<file path="src/sv/btpf_pkg.sv">
// Shared types, codes and defaults for the binary trie prefix filter.
package btpf_pkg;

  localparam int NodeCountDef = 1024;
  localparam int WayBitsDef   = 8;
  localparam int KeyBitsDef   = 32;

  localparam int ModeW   = 2;
  localparam int KeyW    = 32;
  localparam int PlenW   = 6;
  localparam int MaskW   = 8;
  localparam int StatusW = 2;
  localparam int CountW  = 11;

  localparam logic [PlenW-1:0] KeyWidthReset = 6'd32;

  localparam logic [ModeW-1:0] MODE_INSERT = 2'd0;
  localparam logic [ModeW-1:0] MODE_REMOVE = 2'd1;
  localparam logic [ModeW-1:0] MODE_QUERY  = 2'd2;

  localparam logic [StatusW-1:0] ST_OK        = 2'd0;
  localparam logic [StatusW-1:0] ST_NOT_FOUND = 2'd1;
  localparam logic [StatusW-1:0] ST_FULL      = 2'd2;

  typedef enum logic [3:0] {
    S_IDLE  = 4'b0001,
    S_EVAL  = 4'b0010,
    S_ALLOC = 4'b0100,
    S_DONE  = 4'b1000
  } walk_state_e;

  typedef struct packed {
    logic [StatusW-1:0] status;
    logic               is_blocked;
    logic [CountW-1:0]  entry_count;
  } rsp_word_t;

endpackage

</file>
<file path="src/sv/btpf_if.sv">
// Request and response channel interfaces.
interface btpf_req_if import btpf_pkg::*; ();
  logic             valid;
  logic             ready;
  logic [ModeW-1:0] mode;
  logic [KeyW-1:0]  key;
  logic [PlenW-1:0] prefix_len;
  logic [MaskW-1:0] way_mask;
  modport source (output valid, mode, key, prefix_len, way_mask, input ready);
  modport sink   (input valid, mode, key, prefix_len, way_mask, output ready);
endinterface

interface btpf_rsp_if import btpf_pkg::*; ();
  logic               valid;
  logic               ready;
  logic [StatusW-1:0] status;
  logic               is_blocked;
  logic [CountW-1:0]  entry_count;
  modport source (output valid, status, is_blocked, entry_count, input ready);
  modport sink   (input valid, status, is_blocked, entry_count, output ready);
endinterface

</file>
<file path="src/sv/btpf_walk.sv">
// Request sequencer: walks the trie one node per cycle while no node is being allocated, and updates it.
module btpf_walk import btpf_pkg::*; #(
  parameter int NODE_COUNT = NodeCountDef,
  parameter int WAY_BITS   = WayBitsDef,
  parameter int KEY_BITS   = KeyBitsDef,
  localparam int IdxW = $clog2(NODE_COUNT),
  localparam int EntW = 2 * IdxW + 1 + WAY_BITS,
  localparam int NfW  = $clog2(NODE_COUNT + 1)
) (
  input  logic             clk_i,
  input  logic             rst_ni,
  input  logic [PlenW-1:0] key_width_i,
  btpf_req_if.sink         req,
  btpf_rsp_if.source       rsp,
  output logic             rd_en_o,
  output logic [IdxW-1:0]  rd_addr_o,
  input  logic [EntW-1:0]  rd_data_i,
  output logic             wr_en_o,
  output logic [IdxW-1:0]  wr_addr_o,
  output logic [EntW-1:0]  wr_data_o
);

  localparam logic [PlenW-1:0] KeyBitsW = PlenW'(KEY_BITS);

  walk_state_e         state_q, state_d;
  logic [ModeW-1:0]    mode_q;
  logic [WAY_BITS-1:0] mask_q;
  logic [KeyW-1:0]     key_q, key_d;
  logic [PlenW-1:0]    plen_q, width_q, lvl_q, lvl_d;
  logic [IdxW-1:0]     cur_q, cur_d, new_q;
  logic                zero_q, zero_d;
  logic [NfW-1:0]      free_q, free_d;
  logic [NfW-1:0]      cnt_q, cnt_d;
  logic [StatusW-1:0]  st_q, st_d;
  logic                hit_q, hit_d;
  rsp_word_t           out_q;
  logic                out_vld_q;

  logic [PlenW-1:0]    width;
  logic [PlenW-1:0]    plen_in;
  logic [EntW-1:0]     nd;
  logic [IdxW-1:0]     nd_c0, nd_c1, child;
  logic                nd_blk;
  logic [WAY_BITS-1:0] nd_ways, rm_ways;
  logic                bit_now, at_end, load_out;
  logic [NfW+CountW-1:0] cnt_ext;

  assign width   = (key_width_i > KeyBitsW) ? KeyBitsW : key_width_i;
  assign plen_in = (req.prefix_len > width) ? width : req.prefix_len;

  assign nd      = zero_q ? '0 : rd_data_i;
  assign nd_c0   = nd[EntW-1 -: IdxW];
  assign nd_c1   = nd[EntW-IdxW-1 -: IdxW];
  assign nd_blk  = nd[WAY_BITS];
  assign nd_ways = nd[WAY_BITS-1:0];
  assign bit_now = key_q[KeyW-1];
  assign child   = bit_now ? nd_c1 : nd_c0;
  assign rm_ways = nd_ways & ~mask_q;
  assign at_end  = (mode_q == MODE_QUERY) ? (lvl_q == width_q) : (lvl_q == plen_q);

  assign req.ready = (state_q == S_IDLE);
  assign load_out  = (state_q == S_DONE) && (!out_vld_q || rsp.ready);

  always_comb begin
    state_d   = state_q;
    key_d     = key_q;
    lvl_d     = lvl_q;
    cur_d     = cur_q;
    zero_d    = 1'b0;
    free_d    = free_q;
    cnt_d     = cnt_q;
    st_d      = st_q;
    hit_d     = hit_q;
    rd_en_o   = 1'b0;
    rd_addr_o = '0;
    wr_en_o   = 1'b0;
    wr_addr_o = cur_q;
    wr_data_o = nd;
    case (state_q)
      S_IDLE: begin
        if (req.valid) begin
          // align the top significant key bit to the MSB
          key_d     = req.key << (PlenW'(KeyW) - width);
          lvl_d     = '0;
          cur_d     = '0;
          st_d      = ST_OK;
          hit_d     = 1'b0;
          rd_en_o   = 1'b1;
          rd_addr_o = '0;
          state_d   = (req.mode == MODE_INSERT || req.mode == MODE_REMOVE ||
                       req.mode == MODE_QUERY) ? S_EVAL : S_DONE;
        end
      end
      S_EVAL: begin
        if (mode_q == MODE_QUERY && nd_blk && |(nd_ways & mask_q)) begin
          hit_d   = 1'b1;
          state_d = S_DONE;
        end else if (at_end) begin
          state_d = S_DONE;
          if (mode_q == MODE_INSERT) begin
            wr_en_o   = 1'b1;
            wr_data_o = {nd_c0, nd_c1, 1'b1, nd_ways | mask_q};
            if (!nd_blk) begin
              cnt_d = cnt_q + 1'b1;
            end
          end else if (mode_q == MODE_REMOVE) begin
            wr_en_o   = 1'b1;
            wr_data_o = {nd_c0, nd_c1, nd_blk && (rm_ways != '0), rm_ways};
            if (nd_blk && rm_ways == '0 && cnt_q != '0) begin
              cnt_d = cnt_q - 1'b1;
            end
          end
        end else if (child != '0) begin
          // descend and read the child at once
          cur_d     = child;
          lvl_d     = lvl_q + 1'b1;
          key_d     = key_q << 1;
          rd_en_o   = 1'b1;
          rd_addr_o = child;
        end else if (mode_q == MODE_INSERT) begin
          if (free_q >= NfW'(NODE_COUNT)) begin
            st_d    = ST_FULL;
            state_d = S_DONE;
          end else begin
            // link the new node into its parent, clear it next cycle
            wr_en_o   = 1'b1;
            wr_data_o = bit_now ? {nd_c0, free_q[IdxW-1:0], nd_blk, nd_ways}
                                : {free_q[IdxW-1:0], nd_c1, nd_blk, nd_ways};
            free_d    = free_q + 1'b1;
            state_d   = S_ALLOC;
          end
        end else begin
          if (mode_q == MODE_REMOVE) begin
            st_d = ST_NOT_FOUND;
          end
          state_d = S_DONE;
        end
      end
      S_ALLOC: begin
        wr_en_o   = 1'b1;
        wr_addr_o = new_q;
        wr_data_o = '0;
        cur_d     = new_q;
        lvl_d     = lvl_q + 1'b1;
        key_d     = key_q << 1;
        zero_d    = 1'b1;
        state_d   = S_EVAL;
      end
      S_DONE: begin
        if (load_out) begin
          state_d = S_IDLE;
        end
      end
      default: state_d = S_IDLE;
    endcase
  end

  assign cnt_ext = {{CountW{1'b0}}, cnt_q};

  always_ff @(posedge clk_i or negedge rst_ni) begin
    if (!rst_ni) begin
      state_q   <= S_IDLE;
      free_q    <= NfW'(1);
      cnt_q     <= '0;
      zero_q    <= 1'b0;
      out_vld_q <= 1'b0;
    end else begin
      state_q <= state_d;
      free_q  <= free_d;
      cnt_q   <= cnt_d;
      zero_q  <= zero_d;
      if (load_out) begin
        out_vld_q <= 1'b1;
      end else if (rsp.ready) begin
        out_vld_q <= 1'b0;
      end
    end
  end

  always_ff @(posedge clk_i) begin
    key_q <= key_d;
    lvl_q <= lvl_d;
    cur_q <= cur_d;
    st_q  <= st_d;
    hit_q <= hit_d;
    if (state_q == S_IDLE && req.valid) begin
      mode_q  <= req.mode;
      mask_q  <= req.way_mask[WAY_BITS-1:0];
      plen_q  <= plen_in;
      width_q <= width;
    end
    if (state_q == S_EVAL) begin
      new_q <= free_q[IdxW-1:0];
    end
    if (load_out) begin
      out_q <= '{status: st_q, is_blocked: hit_q, entry_count: cnt_ext[CountW-1:0]};
    end
  end

  assign rsp.valid       = out_vld_q;
  assign rsp.status      = out_q.status;
  assign rsp.is_blocked  = out_q.is_blocked;
  assign rsp.entry_count = out_q.entry_count;

endmodule

</file>
<file path="src/flat_wrapper.sv">
// flat-port wrapper written by rule: the top's interface ports become plain ports
module btpf_walk_flat import btpf_pkg::*;
#(
  parameter int NODE_COUNT = NodeCountDef,
  parameter int WAY_BITS   = WayBitsDef,
  parameter int KEY_BITS   = KeyBitsDef,
  localparam int IdxW = $clog2(NODE_COUNT),
  localparam int EntW = 2 * IdxW + 1 + WAY_BITS,
  localparam int NfW  = $clog2(NODE_COUNT + 1)
)
  (clk_i, rst_ni, key_width_i, rd_en_o, rd_addr_o, rd_data_i, wr_en_o, wr_addr_o, wr_data_o, req_valid, req_mode, req_key, req_prefix_len, req_way_mask, req_ready, rsp_valid, rsp_status, rsp_is_blocked, rsp_entry_count, rsp_ready);
  btpf_req_if req_i ();
  btpf_rsp_if rsp_i ();
  input  logic clk_i;
  input  logic rst_ni;
  input  logic [PlenW-1:0] key_width_i;
  output logic rd_en_o;
  output logic [IdxW-1:0] rd_addr_o;
  input  logic [EntW-1:0] rd_data_i;
  output logic wr_en_o;
  output logic [IdxW-1:0] wr_addr_o;
  output logic [EntW-1:0] wr_data_o;
  input wire logic [$bits(req_i.valid)-1:0] req_valid;
  input wire logic [$bits(req_i.mode)-1:0] req_mode;
  input wire logic [$bits(req_i.key)-1:0] req_key;
  input wire logic [$bits(req_i.prefix_len)-1:0] req_prefix_len;
  input wire logic [$bits(req_i.way_mask)-1:0] req_way_mask;
  output wire logic [$bits(req_i.ready)-1:0] req_ready;
  output wire logic [$bits(rsp_i.valid)-1:0] rsp_valid;
  output wire logic [$bits(rsp_i.status)-1:0] rsp_status;
  output wire logic [$bits(rsp_i.is_blocked)-1:0] rsp_is_blocked;
  output wire logic [$bits(rsp_i.entry_count)-1:0] rsp_entry_count;
  input wire logic [$bits(rsp_i.ready)-1:0] rsp_ready;
  assign req_i.valid = req_valid;
  assign req_i.mode = req_mode;
  assign req_i.key = req_key;
  assign req_i.prefix_len = req_prefix_len;
  assign req_i.way_mask = req_way_mask;
  assign req_ready = req_i.ready;
  assign rsp_valid = rsp_i.valid;
  assign rsp_status = rsp_i.status;
  assign rsp_is_blocked = rsp_i.is_blocked;
  assign rsp_entry_count = rsp_i.entry_count;
  assign rsp_i.ready = rsp_ready;
  btpf_walk #(.NODE_COUNT(NODE_COUNT), .WAY_BITS(WAY_BITS), .KEY_BITS(KEY_BITS)) u_core (.clk_i(clk_i), .rst_ni(rst_ni), .key_width_i(key_width_i), .req(req_i), .rsp(rsp_i), .rd_en_o(rd_en_o), .rd_addr_o(rd_addr_o), .rd_data_i(rd_data_i), .wr_en_o(wr_en_o), .wr_addr_o(wr_addr_o), .wr_data_o(wr_data_o));
endmodule
</file>
<file path="config.mk">
export PLATFORM = sky130hd
export DESIGN_NAME = btpf_walk_flat
export DESIGN_NICKNAME = d
export VERILOG_FILES = /design/src/sv/btpf_pkg.sv /design/src/sv/btpf_if.sv /design/src/sv/btpf_walk.sv /design/src/flat_wrapper.sv
export SDC_FILE = /design/constraint.sdc
export NUM_CORES = 1
export LEC_CHECK = 0
export BUFFER_PORTS_ARGS = -buffer_cell sky130_fd_sc_hd__clkbuf_2
export CORE_MARGIN = 2
export CORE_UTILIZATION = 45
export CTS_CLUSTER_SIZE = 40
export DETAILED_ROUTE_END_ITERATION = 8
export GPL_ROUTABILITY_DRIVEN = 0
export PLACE_DENSITY = 0.67
export SLEW_MARGIN = 20
export SYNTH_ARGS = -nofsm -noshare
export SYNTH_HDL_FRONTEND = slang
export SYNTH_SLANG_ARGS = --single-unit
</file>
<file path="constraint.sdc">
create_clock -name clk_i -period 5.6 [get_ports clk_i]
set_clock_uncertainty 0.15 [all_clocks]
set_input_delay 1.68 -clock clk_i [delete_from_list [all_inputs] [get_ports clk_i]]
set_output_delay 1.68 -clock clk_i [all_outputs]
set_load 0.01 [all_outputs]
</file>
==> impl_metrics.yaml <==
clocking:
  cts_buffers: 17
  htreeDepth: 4
  cts_tree: "built"
  clk_pin_slew_ps: 60
  clockBufferDepth: 2
  cts_root_buffer: "clkbuf_16"
  clkLatencyLatePin_ps: 410
  cts_sinks: 125
detailed_routing:
  first_pass_iters: 5
  drc: 0
  drt_iter0_markers: 637
  wirelength_mm: 20.94
  wire_per_inst_um: 17.80
  postRouteAntennaNets: 0
  viasPerCell: 5.770
  vias: 6785
grt:
  track_usage_pct: 21.62
  grt_max_degree: 33
  grt_overflow: 0
  antenna_found_initial: 0
  grt_pass1_vias: 6381
  grt_pass1_wl_mm: 33.73
worst_setup_path:
  r2r_slack_ps: 1760
  startpoint_type: "input pin"
  worstPathArrival_ps: 3590
  crit_fanout: 10
  critPathKind: "in2out"
  crit_required_ps: 3770
  cp-end-kind: "output pin"
timing:
  max_slew_margin_pct: 37.45
  min_period_ps: 5421
  final_max_slew_viol_count: 0
  finalHoldViolCount: 0
  fmax_mhz: 184.5
  post-route-period-util_pct: 96.81
  rsz0062_at_grt: "false"
  tightest_slew_ps: 938.3
  fin_setup_tns_ps: 0
  setup_violations: 0
final_layout:
  area_growth_pct: 20.38
  drive_gt1_share_pct: 28.19
  antenna_cells: 0
  final_common_cell: "clkbuf_2"
  mostFrequentLayoutCells: "153 x clkbuf_2, 97 x edfxtp_1, 96 x nand2_1"
  final_cell_count_no_fill: 1176
  nNetsFinal: 1041
placement:
  numPlacedInstances: 1144
  io_buffers: 153
  hpwl_mm: 15.59
floorplan:
  die-area_sq_um: 19350
  num_rows: 49
  die_w_um: 139.1
  die_y_um: 139.1
  io_pins: 154
  core-area_sq_um: 17960
  initial_core_util_pct: 45.73
run_status:
  status: "finished, final reports clean"
yosys:
  avgSynthCellArea_sq_um: 10.55
  netlist_area_sq_um: 8215
  ys_seq_elements: 125
  synth-edff-count: 97
  synth_top_flop_cell: "edfxtp_1"
  synth-seq-area-share_pct: 44.01
  async_flop_share_pct: 22.40
  synth_nets: 886
  synth.distinct_cells: 71
  synthCells: 779
  synth_warnings: 0
power_and_ir_drop:
  p_per_area_nw_per_um2: 420.8
  vdd_ir_drop_max_v: 0.0002391
  power_leakage_nw: 4.287
flow_run:
  maxCapViolations: 0
hold_path:
  hold_class: "reg2reg"
-- power breakdown --
group / leakage (nW) / switching [W] / internal (W)
registers: 1.31 / 0.000158 / 0.00141
clock network: 0.284 / 0.000408 / 0.000712
logic: 2.70 / 0.000901 / 0.000573
total: 4.29 / 0.00147 / 0.00269
-- area by class of cell --
| type | instances | area, sq um |
|---|---|---|
| Inverter | 36 | 135.1 |
| Multi-Input combinational cell | 579 | 4314 |
| Timing Repair Buffer | 175 | 930.9 |
| Tap cell | 229 | 286.5 |
| Clock buffer | 19 | 442.9 |
| Clock inverter | 13 | 163.9 |
| Fill cell | 1580 | 8074 |
| Sequential cell | 125 | 3616 |
-- through the flow --
stage / setup slack (ps) / area, sq um / util [%] / power, W / hold WS, ps
CTS: 38.39 / 9874 / 54.97 / 0.004176 / 269.1
finish: 178.5 / 9889 / 55.05 / 0.004161 / 269.6
detailed placement: 67.93 / 9268 / 51.59 / 0.003048 / 255.4
global route: 18.99 / 9889 / 55.05 / 0.004406 / 278.2
global placement: 80.00 / 9268 / 51.59 / 0.003021 / 252.5
floorplan: 391.1 / 8215 / - / 0.002562 / 250.3
-- state kept, by name, summed over array words and instances (netlist names), 8 cells and up --
register	count
u_core.key_q	32
u_core.cnt_q	11
u_core.free_q	11
u_core.rsp.entry_count	11
u_core.cur_q	10
u_core.new_q	10
u_core.mask_q	8
-- routing by layer --
metal | routed length (um) | track usage, % | part of all wire, %
met1 | 9793 | 31.44 | 47
met2 | 9350 | 32.80 | 45
met4 | 405 | 6.273 | 1.9
met3 | 1389 | 4.523 | 6.6
met5 | 0 | 0 | 0
-- final timing paths --
check | startpoint | depth (start not counted) | endpoint
worst max-delay path | rd_data_i[9] | 10 | wr_data_o[22]
worst min-delay path | u_core.st_q[0]$_SDFFCE_PN0P_ | 0 | u_core.rsp.status[0]$_DFFE_PP_
worst max register to register | u_core.mode_q[1]$_DFFE_PP_ | 11 | u_core.cnt_q[8]$_DFFE_PN0P_
worst min register to register | u_core.st_q[0]$_SDFFCE_PN0P_ | 0 | u_core.rsp.status[0]$_DFFE_PP_
max in group asynchronous | rst_ni | 1 | u_core.free_q[2]$_DFFE_PN0P_
min in group asynchronous | rst_ni | 1 | u_core.cnt_q[4]$_DFFE_PN0P_
-- worst max-delay path, cell delays in order --
cell	delay (ps)
clkbuf_2	100
nor4b_1	330
nand2_1	110
o41ai_1	270
buf_4	200
inv_1	70
a211oi_1	270
o21ai_2	200
a22o_1	240
clkbuf_2	130
-- Yosys cell counts, drive strengths merged (4+ instances only) --
cell,number,area [sq um]
inv,35,131.4
dfrtp,26,650.6
a21oi,21,105.1
nand3b,4,30.03
o22ai,5,31.28
nand4,5,31.28
ha,19,237.7
a22o,29,254.0
o21ai,31,158.9
a22oi,6,45.04
xor2,9,78.83
a31o,5,43.79
o211ai,10,75.07
a32o,14,140.1
nand2,96,360.4
nor3,19,111.4
buf,18,95.09
a211oi,4,30.03
or3,5,31.28
and2,14,87.58
nor2b,14,95.09
clkbuf,21,78.83
nor4,8,56.30
o21a,9,67.56
mux4,13,292.8
nand2b,7,51.30
a32oi,7,61.31
nand3,27,135.1
and3,7,43.79
xnor2,18,157.7
nor4b,6,67.56
mux2,22,247.7
mux2i,67,670.6
edfxtp,97,2913
nor2,42,160.2
-- logic make-up after synthesis --
kind of cell	count (synthesis)	synth area share, %
flip-flops	125	44.01
XOR/XNOR	27	2.879
AO/OA/AOI/OAI	168	15.32
adder cells (fa/ha/maj)	20	3.137
buffers and inverters	75	3.762
multiplexers	102	14.74
AND/OR/NAND/NOR	262	16.14
-- what timing repair did --
item	CTS	global route
endpoints found under the setup margin	0	19
gates resized for setup	0	3
hold buffers	0	0
buffers inserted	0	0
Note: power is estimated with default switching activity, not from simulation.
